[src/design/cbs_pkg.sv]
// cbs_pkg: shared types and constants of the cubic bezier curve sampler
// no dependencies; imported by the interfaces, the datapath modules and the checker

package cbs_pkg;

  localparam int COORD_W = 24;
  localparam int STEP_W  = 17;
  localparam int T_W     = 16;
  localparam int U_W     = 17;
  localparam int WGT_W   = 49;
  localparam int ACC_W   = 72;
  localparam int MA_W    = 33;
  localparam int MB_W    = 25;
  localparam int PROD_W  = MA_W + MB_W;

  localparam logic [U_W-1:0]     T_ONE       = 17'h10000;
  localparam logic [COORD_W-1:0] COORD_BIAS  = 24'h800000;
  localparam logic [ACC_W-1:0]   ACC_ROUND   = 72'h00_8000_0000_0000;
  localparam logic [STEP_W-1:0]  T_STEP_INIT = 17'd4096;

  // register index, taken from paddr[2]
  localparam logic REG_T_STEP = 1'b0;

  // sequencer steps of one sample: six weight products, sixteen coordinate products, drain
  localparam logic [4:0] S_UU    = 5'd0;
  localparam logic [4:0] S_TT    = 5'd1;
  localparam logic [4:0] S_U2U   = 5'd2;
  localparam logic [4:0] S_U2T   = 5'd3;
  localparam logic [4:0] S_T2U   = 5'd4;
  localparam logic [4:0] S_T2T   = 5'd5;
  localparam logic [4:0] S_COORD = 5'd6;
  localparam logic [4:0] S_XDONE = 5'd14;
  localparam logic [4:0] S_DRAIN = 5'd22;

  typedef struct packed {
    logic [COORD_W-1:0] x;
    logic [COORD_W-1:0] y;
  } point_t;

  typedef struct packed {
    logic busy;
    logic emit;
    logic last;
  } cbs_stat_t;

endpackage

[src/design/cbs_stream_ifs.sv]
// cbs_stream_ifs: valid/ready channels for control points and curve samples
// depends on cbs_pkg for field widths

interface cbs_point_if import cbs_pkg::*; ();
  logic                       valid;
  logic                       ready;
  logic signed [COORD_W-1:0]  point_x;
  logic signed [COORD_W-1:0]  point_y;
  logic                       curve_start;

  modport source(output valid, point_x, point_y, curve_start, input ready);
  modport sink(input valid, point_x, point_y, curve_start, output ready);
endinterface

interface cbs_sample_if import cbs_pkg::*; ();
  logic                       valid;
  logic                       ready;
  logic signed [COORD_W-1:0]  sample_x;
  logic signed [COORD_W-1:0]  sample_y;
  logic                       segment_last;

  modport source(output valid, sample_x, sample_y, segment_last, input ready);
  modport sink(input valid, sample_x, sample_y, segment_last, output ready);
endinterface

[src/design/cbs_mul.sv]
// cbs_mul: shared unsigned multiplier with registered product
// depends on cbs_pkg for operand widths

module cbs_mul import cbs_pkg::*; (
  input  logic              clk,
  input  logic              en,
  input  logic [MA_W-1:0]   a,
  input  logic [MB_W-1:0]   b,
  output logic [PROD_W-1:0] prod
);

  always_ff @(posedge clk) begin
    if (en) begin
      prod <= PROD_W'(a) * PROD_W'(b);
    end
  end

endmodule

[src/design/cbs_eval.sv]
// cbs_eval: sample sequencer, bernstein weights and exact weighted sums
// depends on cbs_pkg and cbs_mul (one multiplier shared by every product)

module cbs_eval import cbs_pkg::*; #(
  parameter int MAX_SAMPLES = 64
) (
  input  logic                clk,
  input  logic                rst,
  input  logic                start,
  input  logic [STEP_W-1:0]   t_step,
  input  point_t [3:0]        pts,
  input  logic                out_free,
  output cbs_stat_t           stat,
  output logic [COORD_W-1:0]  sample_x,
  output logic [COORD_W-1:0]  sample_y
);

  localparam int NW = (MAX_SAMPLES > 1) ? $clog2(MAX_SAMPLES) : 1;

  logic                busy;
  logic [4:0]          step;
  logic [T_W-1:0]      t;
  logic [NW-1:0]       n;
  logic [MA_W-1:0]     u2;
  logic [MA_W-1:0]     t2;
  logic [WGT_W-1:0]    w [4];
  logic [ACC_W-1:0]    acc;
  logic [COORD_W-1:0]  sx;

  logic [U_W-1:0]      u;
  logic [T_W+1:0]      t_sum;
  logic                last;
  logic                mul_en;
  logic [MA_W-1:0]     mul_a;
  logic [MB_W-1:0]     mul_b;
  logic [PROD_W-1:0]   prod;
  logic [4:0]          ij;
  logic [4:0]          cs;
  logic [4:0]          cj;
  logic [COORD_W-1:0]  coord;
  logic [ACC_W-1:0]    term;
  logic [ACC_W-1:0]    base;
  logic [ACC_W-1:0]    acc_sum;
  logic [WGT_W-1:0]    triple;

  assign u      = T_ONE - {1'b0, t};
  assign t_sum  = {2'b00, t} + {1'b0, t_step};
  assign last   = (n == NW'(MAX_SAMPLES - 1)) || (t_sum[T_W+1:T_W] != 2'b00);
  assign mul_en = busy && (step != S_DRAIN);

  // issue side: operands of the product started this cycle
  always_comb begin
    ij    = step - S_COORD;
    coord = (ij[3] ? pts[ij[2:1]].y : pts[ij[2:1]].x) ^ COORD_BIAS;
    unique case (step)
      S_UU: begin
        mul_a = MA_W'(u);
        mul_b = MB_W'(u);
      end
      S_TT: begin
        mul_a = MA_W'(t);
        mul_b = MB_W'(t);
      end
      S_U2U: begin
        mul_a = u2;
        mul_b = MB_W'(u);
      end
      S_U2T: begin
        mul_a = u2;
        mul_b = MB_W'(t);
      end
      S_T2U: begin
        mul_a = t2;
        mul_b = MB_W'(u);
      end
      S_T2T: begin
        mul_a = t2;
        mul_b = MB_W'(t);
      end
      default: begin
        mul_a = MA_W'(coord);
        mul_b = ij[0] ? {1'b0, w[ij[2:1]][23:0]} : w[ij[2:1]][WGT_W-1:24];
      end
    endcase
  end

  cbs_mul u_mul (
    .clk  (clk),
    .en   (mul_en),
    .a    (mul_a),
    .b    (mul_b),
    .prod (prod)
  );

  // consume side: the product issued one step earlier
  always_comb begin
    cs      = step - 5'd1;
    cj      = cs - S_COORD;
    term    = cj[0] ? {24'b0, prod[47:0]} : {prod[47:0], 24'b0};
    base    = (cj[2:1] == 2'd0 && !cj[0]) ? ACC_ROUND : acc;
    acc_sum = base + term;
    triple  = prod[WGT_W-1:0] + {prod[WGT_W-2:0], 1'b0};
  end

  always_ff @(posedge clk) begin
    if (busy && step != S_UU) begin
      unique case (cs)
        S_UU:  u2   <= prod[MA_W-1:0];
        S_TT:  t2   <= prod[MA_W-1:0];
        S_U2U: w[0] <= prod[WGT_W-1:0];
        S_U2T: w[1] <= triple;
        S_T2U: w[2] <= triple;
        S_T2T: w[3] <= prod[WGT_W-1:0];
        default: begin
          // the y sum stays live in acc_sum while the result waits
          if (step != S_DRAIN) begin
            acc <= acc_sum;
          end
          if (step == S_XDONE) begin
            sx <= acc_sum[ACC_W-1:ACC_W-COORD_W] ^ COORD_BIAS;
          end
        end
      endcase
    end
  end

  always_ff @(posedge clk) begin
    if (rst) begin
      busy <= 1'b0;
      step <= S_UU;
      t    <= '0;
      n    <= '0;
    end else if (start) begin
      busy <= 1'b1;
      step <= S_UU;
      t    <= '0;
      n    <= '0;
    end else if (busy) begin
      if (step == S_DRAIN) begin
        if (out_free) begin
          if (last) begin
            busy <= 1'b0;
          end else begin
            step <= S_UU;
            t    <= t_sum[T_W-1:0];
            n    <= n + NW'(1);
          end
        end
      end else begin
        step <= step + 5'd1;
      end
    end
  end

  assign stat.busy = busy;
  assign stat.emit = busy && (step == S_DRAIN) && out_free;
  assign stat.last = last;
  assign sample_x  = sx;
  assign sample_y  = acc_sum[ACC_W-1:ACC_W-COORD_W] ^ COORD_BIAS;

endmodule

[src/design/cubic_bezier_curve_sampler_top.sv]
// Cubic bezier curve sampler. Control points arrive on the points channel; a flagged point
// (or the first point after reset) anchors a curve, and every third point after it closes a
// segment that shares its first point with the end of the previous one. Each point that does
// not close a segment is taken while idle. A closing point starts the sampling of the
// segment at t = 0, t_step, 2*t_step, ... while t < 1, at most MAX_SAMPLES samples, and the
// points channel stays not ready until the last sample has entered the output register. Every
// sample is computed on the one shared 33x25 multiplier in steps: six products for the
// Bernstein weights, sixteen for the two coordinate sums, then a drain of the product
// register that waits while the output stays stalled. Results are rounded half up to Q15.8.
// t_step is written over the APB port at address 0.
// cubic_bezier_curve_sampler_top: point window, APB register, output register
// depends on cbs_pkg, cbs_stream_ifs and cbs_eval

module cubic_bezier_curve_sampler_top import cbs_pkg::*; #(
  parameter int MAX_SAMPLES = 64
) (
  input  logic         clk,
  input  logic         rst,
  cbs_point_if.sink    points,
  cbs_sample_if.source samples,
  input  logic         psel,
  input  logic         penable,
  input  logic         pwrite,
  input  logic [2:0]   paddr,
  input  logic [31:0]  pwdata,
  output logic [31:0]  prdata,
  output logic         pready
);

  logic [STEP_W-1:0]   t_step;
  logic [1:0]          phase;
  logic                have_anchor;
  point_t [3:0]        window;
  logic                out_valid;
  logic [COORD_W-1:0]  out_x;
  logic [COORD_W-1:0]  out_y;
  logic                out_last;

  cbs_stat_t           stat;
  logic [COORD_W-1:0]  eval_x;
  logic [COORD_W-1:0]  eval_y;
  logic                out_free;
  logic                accept;
  logic                anchor;
  logic                closes;
  logic                cfg_wr;
  logic [1:0]          phase_inc;

  assign pready    = 1'b1;
  assign cfg_wr    = psel && penable && pwrite && pready;
  assign prdata    = (paddr[2] == REG_T_STEP) ? {15'b0, t_step} : '0;

  assign points.ready = !stat.busy;
  assign accept    = points.valid && points.ready;
  assign anchor    = points.curve_start || !have_anchor;
  assign phase_inc = phase + 2'd1;
  assign closes    = accept && !anchor && (phase_inc == 2'd3);
  assign out_free  = !out_valid || samples.ready;

  cbs_eval #(
    .MAX_SAMPLES (MAX_SAMPLES)
  ) u_eval (
    .clk      (clk),
    .rst      (rst),
    .start    (closes),
    .t_step   (t_step),
    .pts      (window),
    .out_free (out_free),
    .stat     (stat),
    .sample_x (eval_x),
    .sample_y (eval_y)
  );

  always_ff @(posedge clk) begin
    if (rst) begin
      t_step      <= T_STEP_INIT;
      phase       <= 2'd0;
      have_anchor <= 1'b0;
      out_valid   <= 1'b0;
    end else begin
      if (cfg_wr && paddr[2] == REG_T_STEP) begin
        t_step <= pwdata[STEP_W-1:0];
      end
      if (accept) begin
        have_anchor <= 1'b1;
        if (anchor || closes) begin
          phase <= 2'd0;
        end else begin
          phase <= phase_inc;
        end
      end
      if (stat.emit) begin
        out_valid <= 1'b1;
      end else if (samples.ready) begin
        out_valid <= 1'b0;
      end
    end
  end

  always_ff @(posedge clk) begin
    if (accept) begin
      if (anchor) begin
        window[0] <= '{x: points.point_x, y: points.point_y};
      end else begin
        window[phase_inc] <= '{x: points.point_x, y: points.point_y};
      end
    end
    // the closing point becomes the first point of the next segment
    if (stat.emit && stat.last) begin
      window[0] <= window[3];
    end
    if (stat.emit) begin
      out_x    <= eval_x;
      out_y    <= eval_y;
      out_last <= stat.last;
    end
  end

  assign samples.valid        = out_valid;
  assign samples.sample_x     = out_x;
  assign samples.sample_y     = out_y;
  assign samples.segment_last = out_last;

endmodule

[src/flat_wrapper.sv]
// flat-port wrapper written by rule: the top's interface ports become plain ports
module cubic_bezier_curve_sampler_top_flat import cbs_pkg::*;
#(
  parameter int MAX_SAMPLES = 64
)
  (clk, rst, psel, penable, pwrite, paddr, pwdata, prdata, pready, points_valid, points_point_x, points_point_y, points_curve_start, points_ready, samples_valid, samples_sample_x, samples_sample_y, samples_segment_last, samples_ready);
  cbs_point_if points_i ();
  cbs_sample_if samples_i ();
  input  logic clk;
  input  logic rst;
  input  logic psel;
  input  logic penable;
  input  logic pwrite;
  input  logic [2:0] paddr;
  input  logic [31:0] pwdata;
  output logic [31:0] prdata;
  output logic pready;
  input wire logic [$bits(points_i.valid)-1:0] points_valid;
  input wire logic [$bits(points_i.point_x)-1:0] points_point_x;
  input wire logic [$bits(points_i.point_y)-1:0] points_point_y;
  input wire logic [$bits(points_i.curve_start)-1:0] points_curve_start;
  output wire logic [$bits(points_i.ready)-1:0] points_ready;
  output wire logic [$bits(samples_i.valid)-1:0] samples_valid;
  output wire logic [$bits(samples_i.sample_x)-1:0] samples_sample_x;
  output wire logic [$bits(samples_i.sample_y)-1:0] samples_sample_y;
  output wire logic [$bits(samples_i.segment_last)-1:0] samples_segment_last;
  input wire logic [$bits(samples_i.ready)-1:0] samples_ready;
  assign points_i.valid = points_valid;
  assign points_i.point_x = points_point_x;
  assign points_i.point_y = points_point_y;
  assign points_i.curve_start = points_curve_start;
  assign points_ready = points_i.ready;
  assign samples_valid = samples_i.valid;
  assign samples_sample_x = samples_i.sample_x;
  assign samples_sample_y = samples_i.sample_y;
  assign samples_segment_last = samples_i.segment_last;
  assign samples_i.ready = samples_ready;
  cubic_bezier_curve_sampler_top #(.MAX_SAMPLES(MAX_SAMPLES)) u_core (.clk(clk), .rst(rst), .points(points_i), .samples(samples_i), .psel(psel), .penable(penable), .pwrite(pwrite), .paddr(paddr), .pwdata(pwdata), .prdata(prdata), .pready(pready));
endmodule
[config.mk]
export PLATFORM = sky130hd
export DESIGN_NAME = cubic_bezier_curve_sampler_top_flat
export DESIGN_NICKNAME = d
export VERILOG_FILES = /design/src/design/cbs_pkg.sv /design/src/design/cbs_stream_ifs.sv /design/src/design/cbs_mul.sv /design/src/design/cbs_eval.sv /design/src/design/cubic_bezier_curve_sampler_top.sv /design/src/flat_wrapper.sv
export SDC_FILE = /design/constraint.sdc
export NUM_CORES = 2
export LEC_CHECK = 0
export BUFFER_PORTS_ARGS = -buffer_cell sky130_fd_sc_hd__buf_2
export CAP_MARGIN = 20
export CELL_PAD_IN_SITES_DETAIL_PLACEMENT = 0
export CELL_PAD_IN_SITES_GLOBAL_PLACEMENT = 2
export CORE_MARGIN = 3
export CORE_UTILIZATION = 43
export CTS_CLUSTER_DIAMETER = 200
export DETAILED_ROUTE_END_ITERATION = 16
export HOLD_SLACK_MARGIN = 0.15
export PLACE_DENSITY = 0.83
export SETUP_SLACK_MARGIN = 0.3
export SLEW_MARGIN = 40
export SYNTH_ARGS = -nofsm -noshare
export SYNTH_HDL_FRONTEND = slang
export SYNTH_SLANG_ARGS = --single-unit
[constraint.sdc]
create_clock -name clk -period 11.65 [get_ports clk]
set_input_delay 1.7475 -clock clk [delete_from_list [all_inputs] [get_ports clk]]
set_output_delay 1.7475 -clock clk [all_outputs]
set_load 0.01 [all_outputs]
# Word level (Yosys, flattened, before mapping)
# Memories as Yosys holds them, arrays and structs flattened.
# Cells that the tools add are included.
# word_totals
output_inout_bits,84
ram_bits,196
input_bits,91
regBits,501
memories,1
# memory_table
memory,depth,word_bits,rd,rd_clocked_by_memory_dff,wr,line,source
u_core.u_eval.w,4,49,1,0,1,cbs_eval.sv:26,logic [WGT_W-1:0] w [4];
# op_classes
eq_ne,17
n_mul,1
order_cmp,3
n_addsub,10
n_bitwise,6
reduce_logical,45
mux,47
# op_table
op,n
$mux W48,5
$bwmux W192,1
$mux W49,3
$reduce_or A49 Y1,3
$mux W72,2
$pmux W33 S4,1
$bmux W48 S2,1
$demux W48 S2,1
$add A72 B72 Y72,1
$pmux W25 S2,1
$add A49 B49 Y49,1
$mul A33 B25 Y49,1
$mux W25,1
$mux W24,1
$mux W1,22
$eq A5 B2 Y1 const B,4
$eq A5 B3 Y1 const B,4
$add A16 B17 Y18,1
$mux W17,1
$sub A17 B16 Y17 const A,1
$mux W5,3
$logic_and A1 B1 Y1,13
$eq A5 B1 Y1 const B,2
$logic_not A5 Y1,2
27 further kinds,53

# Depth between registers and ports, before layout
# logic_depth
ltp_word,9
ltp_mapped,41
mapped_depth_nobuf,36

# By module
# A second synthesis with hierarchy kept.
# unflattened
hier_cells,5843
area_unflattened_um2,62949.1
# modules_own_cells
module,area_per_inst_um2,cells_each,instances,seq_area_each_um2
cbs_mul,28417.3,3089,1,1741.7
cbs_eval,25211.7,2257,1,11310.8
cubic_bezier_curve_sampler_top,9320.2,497,1,7657.3

# Worst setup path after synthesis
# Ideal clock, no wire load.
# synth_timing
path_kind,register -> register
start,register u_core.u_eval.step[1]
end,"register u_core.u_eval.u_mul.prod[41], data pin"
arrival_ps,10412
required_ps,11384
path_slack_ps,972
path_stages_with_launch,38
synth_period_minus_slack_ps,10678
cell_sequence,dfxtp_1 buf_2 buf_2 buf_2 buf_2 inv_1 ha_1 clkbuf_1 buf_2 clkbuf_1 mux4_2 nand2_1 a21oi_1 a221oi_1 clkbuf_1 nor2_1 fa_1 fa_1 [2 not listed] fa_1 inv_1 fa_1 fa_1 inv_1 fa_1 inv_1 ha_1 a21o_1 a21oi_1 o21bai_1 a21o_1 a2111oi_2 o211ai_1 and3_1 a2111oi_0 nor3_1 xor2_1
# synth_between
elab_chain_cells,7
elab_cells_between_ends,20
classes_between,1 x add/sub; 1 x mul; 5 x eq/ne; 6 x mux; 1 x bitwise; 5 x reduce/logical; 1 x memory
# synth_lines
element,line,source
start: declaration,cbs_eval.sv:21,logic [4:0] step;
start signal: assignment,cbs_eval.sv:150,step <= step + 5'd1;
$sub A4 B3 Y4,cbs_eval.sv:53,ij = step - S_COORD;
$bmux W48 S2,cbs_eval.sv:54,coord = (ij[3] ? pts[ij[2:1]].y : pts[ij[2:1]].x) ^ COORD_BIAS;
$mux W48 (not written as such),cbs_eval.sv:54,
$mux W24,cbs_eval.sv:54,
$not A1 Y1 (no line),--,
$pmux W33 S4,cbs_eval.sv:55,unique case (step)
$mul A33 B25 Y49 *,cbs_mul.sv:14,prod <= PROD_W'(a) * PROD_W'(b);
end signal: assignment,cbs_mul.sv:14,
end: declaration,cbs_mul.sv:9,output logic [PROD_W-1:0] prod
# Every way passes the cells marked *; elsewhere a longest branch is shown, timed or not. The select of a mux whose other input is x is not followed.
# A chain may end at the register's enable or synchronous reset.

# Worst setup path in the final report
# layout_timing
start,register u_core.u_eval.step[2]
end,"register u_core.u_eval.u_mul.prod[46], data pin"
# The elaborated chain is that of the path after synthesis.

==> metrics.yaml <==
outcome: "completed"
ys_seq_area_share_pct: 34.6
fin_crit_ns: 10.64
critPathTopFamily: "adder cells"
syn_area_um2: 59100
cts_num_sinks: 697
grt_use_total_pct: 25.9
endpoint_kind: "flop"
fmax_mhz: 94.0
critPathBufInv: 8
cts_inserted_buffers: 80
crit_slowest_cell: "dfxtp_1"
dpl.hpwl_um: 137000
num-fill-cells: 12600
post_drt_wl_per_cell_um: 23.7
drv_cap: 0
ys.flop_type: "edfxtp_1"
worst_ir_drop_vdd_v: 0.000112
via_count: 42200
async_flop_share_pct: 0
routabilityCongestion: 0.898
clk_pin_slew_ns: 0.06
initial_core_util_pct: 43.5
io_buffers: 141
overflow: 0
cts_root_buffer: "clkbuf_16"
finalPower_mw: 5.60
antenna_left: 0
dieArea_um2: 142000
arrival_ns: 11.16
yosys_warnings: 0
path_common_cell: "fa_1"
drc: 0
hp-class: "reg2reg"
rsz0062_at_grt: "no"
grt_pass1_wl_um: 275000
clock_latency_ns: 0.72
finalWirelength_um: 180000
yosys_register_bits: 697
fin_skew_ns: 0.0657
final_cell_mix: "inv_1, nand2_1, fa_1"
antenna_found_initial: 11
avgSynthCellArea_um2: 10.5
p_leak_nw: 26.8
cp.required_ns: 12.17
cts_hold_buf: 0
htree_levels: 3
drive_gt1_share_pct: 10.8
slew_violations: 0
die_w_um: 377
slowest_delay_ns: 0.66
setup.worst_path.start_class: "flop"
synth_cell_types: 91
worstMarginPinSlew_ns: 0.902
drtIter0Drc: 3496
finalHoldViolations: 0
timing.final.crit_share_pct: 91.3
crit_type: "reg2reg"
synth_edf_count: 648
syn_inst: 5606
layout_commonest_cell: "inv_1"
crit_fanout: 28
fp-row-count: 135
firstDrtPassIters: 5
core-area_um2: 136000
num_io_pins: 175
drt-vias-per-instance: 5.55
nNetsFinal: 6814
grt_max_degree: 97
cts_tree: "yes"
slew_headroom_pct: 39.8
synthToLayoutAreaGrowth_pct: 10.7
finalSetupViolCount: 0
clock_path_buffers: 3
cts_setup_buffers: 0
grt_pass1_vias: 43900
tns_ns: 0
fp.dieH_um: 377
post_cts_resized: 0
power_density_nw_per_um2: 85.6
==> per-stage QoR <==
stage	instances	setup WS, ns	utilization (%)	area [um^2]	hold WS, ns
4_1_cts	7588	0.997	48.0	65300	0.416
2_1_floorplan	5648	0.972	-	59300	0.400
6_report	7599	1.01	48.2	65500	0.413
3_3_place_gp	7434	1.12	45.9	62500	0.402
5_1_grt	7597	0.411	48.1	65500	0.420
3_5_place_dp	7440	0.982	46.0	62600	0.405
==> synth_stat cells, drive strengths merged, types with 7 or more instances <==
master	number	share of area [%]
a2111oi	10	0.16
a211oi	29	0.37
a21boi	8	0.10
a21o	93	1.2
a21oi	229	2.0
a221o	13	0.22
a221oi	17	0.25
a22o	21	0.31
a22oi	16	0.20
a31oi	29	0.31
and2	138	1.5
and3	26	0.28
buf	63	0.61
clkbuf	222	1.4
dfxtp	49	1.7
edfxtp	648	33
fa	679	23
ha	294	6.2
inv	767	4.9
mux2	26	0.50
mux2i	15	0.28
mux4	96	3.7
nand2	742	4.7
nand2b	39	0.41
nand3	65	0.55
nand4	36	0.38
nor2	505	3.2
nor2b	71	0.75
nor3	57	0.52
o211ai	12	0.15
o21a	37	0.47
o21ai	179	1.5
o21bai	25	0.32
o31ai	11	0.14
o41a	10	0.19
o41ai	12	0.22
or2	7	0.074
or3	28	0.34
xnor2	134	2.0
xor2	54	0.80
==> routing by layer <==
| layer | vias to the layer above | share of wire, % | track usage [%] |
|---|---|---|---|
| met5 | - | 0 | 0 |
| met2 | 1415 | 47 | 42.0 |
| li1 | 18900 | - | - |
| met1 | 21500 | 42 | 34.9 |
| met3 | 323 | 6.5 | 3.78 |
| met4 | 0 | 4.8 | 10.9 |
==> state kept, by name (all words and copies together) (netlist names), 5 cells and up <==
| signal | flops |
|---|---|
| u_core.samples.sample_x | 24 |
| u_core.samples.sample_y | 24 |
| u_core.t_step | 17 |
| u_core.u_eval.acc | 72 |
| u_core.u_eval.n | 6 |
| u_core.u_eval.sample_x | 24 |
| u_core.u_eval.step | 5 |
| u_core.u_eval.t | 16 |
| u_core.u_eval.t2 | 33 |
| u_core.u_eval.u2 | 33 |
| u_core.u_eval.u_mul.prod | 49 |
| u_core.u_eval.w | 196 |
| u_core.window | 192 |
==> area by class of cell <==
type,count,area [um^2],area share [%]
Clock buffer,93,2070,3.16
Tap cell,1781,2230,3.40
Antenna cell,2,5.00,0.00764
Sequential cell,697,20400,31.2
Multi-Input combinational cell,3899,35100,53.6
Inverter,767,2880,4.40
Clock inverter,55,606,0.925
Timing Repair Buffer,305,2140,3.27
==> worst paths after layout <==
check                                  startpoint                                     end  slack [ns]  depth (start not counted)
min          u_core.u_eval.sample_x[16]$_DFFE_PP_   u_core.samples.sample_x[16]$_DFFE_PP_        0.41                          0
max reg2reg    u_core.u_eval.step[2]$_SDFFE_PP0P_  u_core.u_eval.u_mul.prod[46]$_DFFE_PP_        1.01                         31
max            u_core.u_eval.step[2]$_SDFFE_PP0P_  u_core.u_eval.u_mul.prod[46]$_DFFE_PP_        1.01                         31
min reg2reg  u_core.u_eval.sample_x[16]$_DFFE_PP_   u_core.samples.sample_x[16]$_DFFE_PP_        0.41                          0
==> cells by family (layout without fill, tap and decap cells) <==
group           Yosys count  after routing  share of synthesized area (%)
fa+ha+maj               973            973                           29.2
mux                     137            137                           4.43
other cells               2             46                         0.0127
compound gates          810            810                           8.97
buf+inv                1052           1220                           6.88
flops                   697            697                           34.6
simple gates           1747           1747                           13.1
xor+xnor                188            188                           2.78
==> power breakdown <==
part | total (mW) | leakage, nW | switching (mW) | internal (mW)
Sequential | 2.74 | 6.27 | 0.00511 | 2.73
Clock | 2.56 | 1.28 | 1.11 | 1.45
Combinational | 0.303 | 19.2 | 0.170 | 0.133
Total | 5.60 | 26.8 | 1.28 | 4.32
No activity file was read; power rests on OpenSTA's default activity.
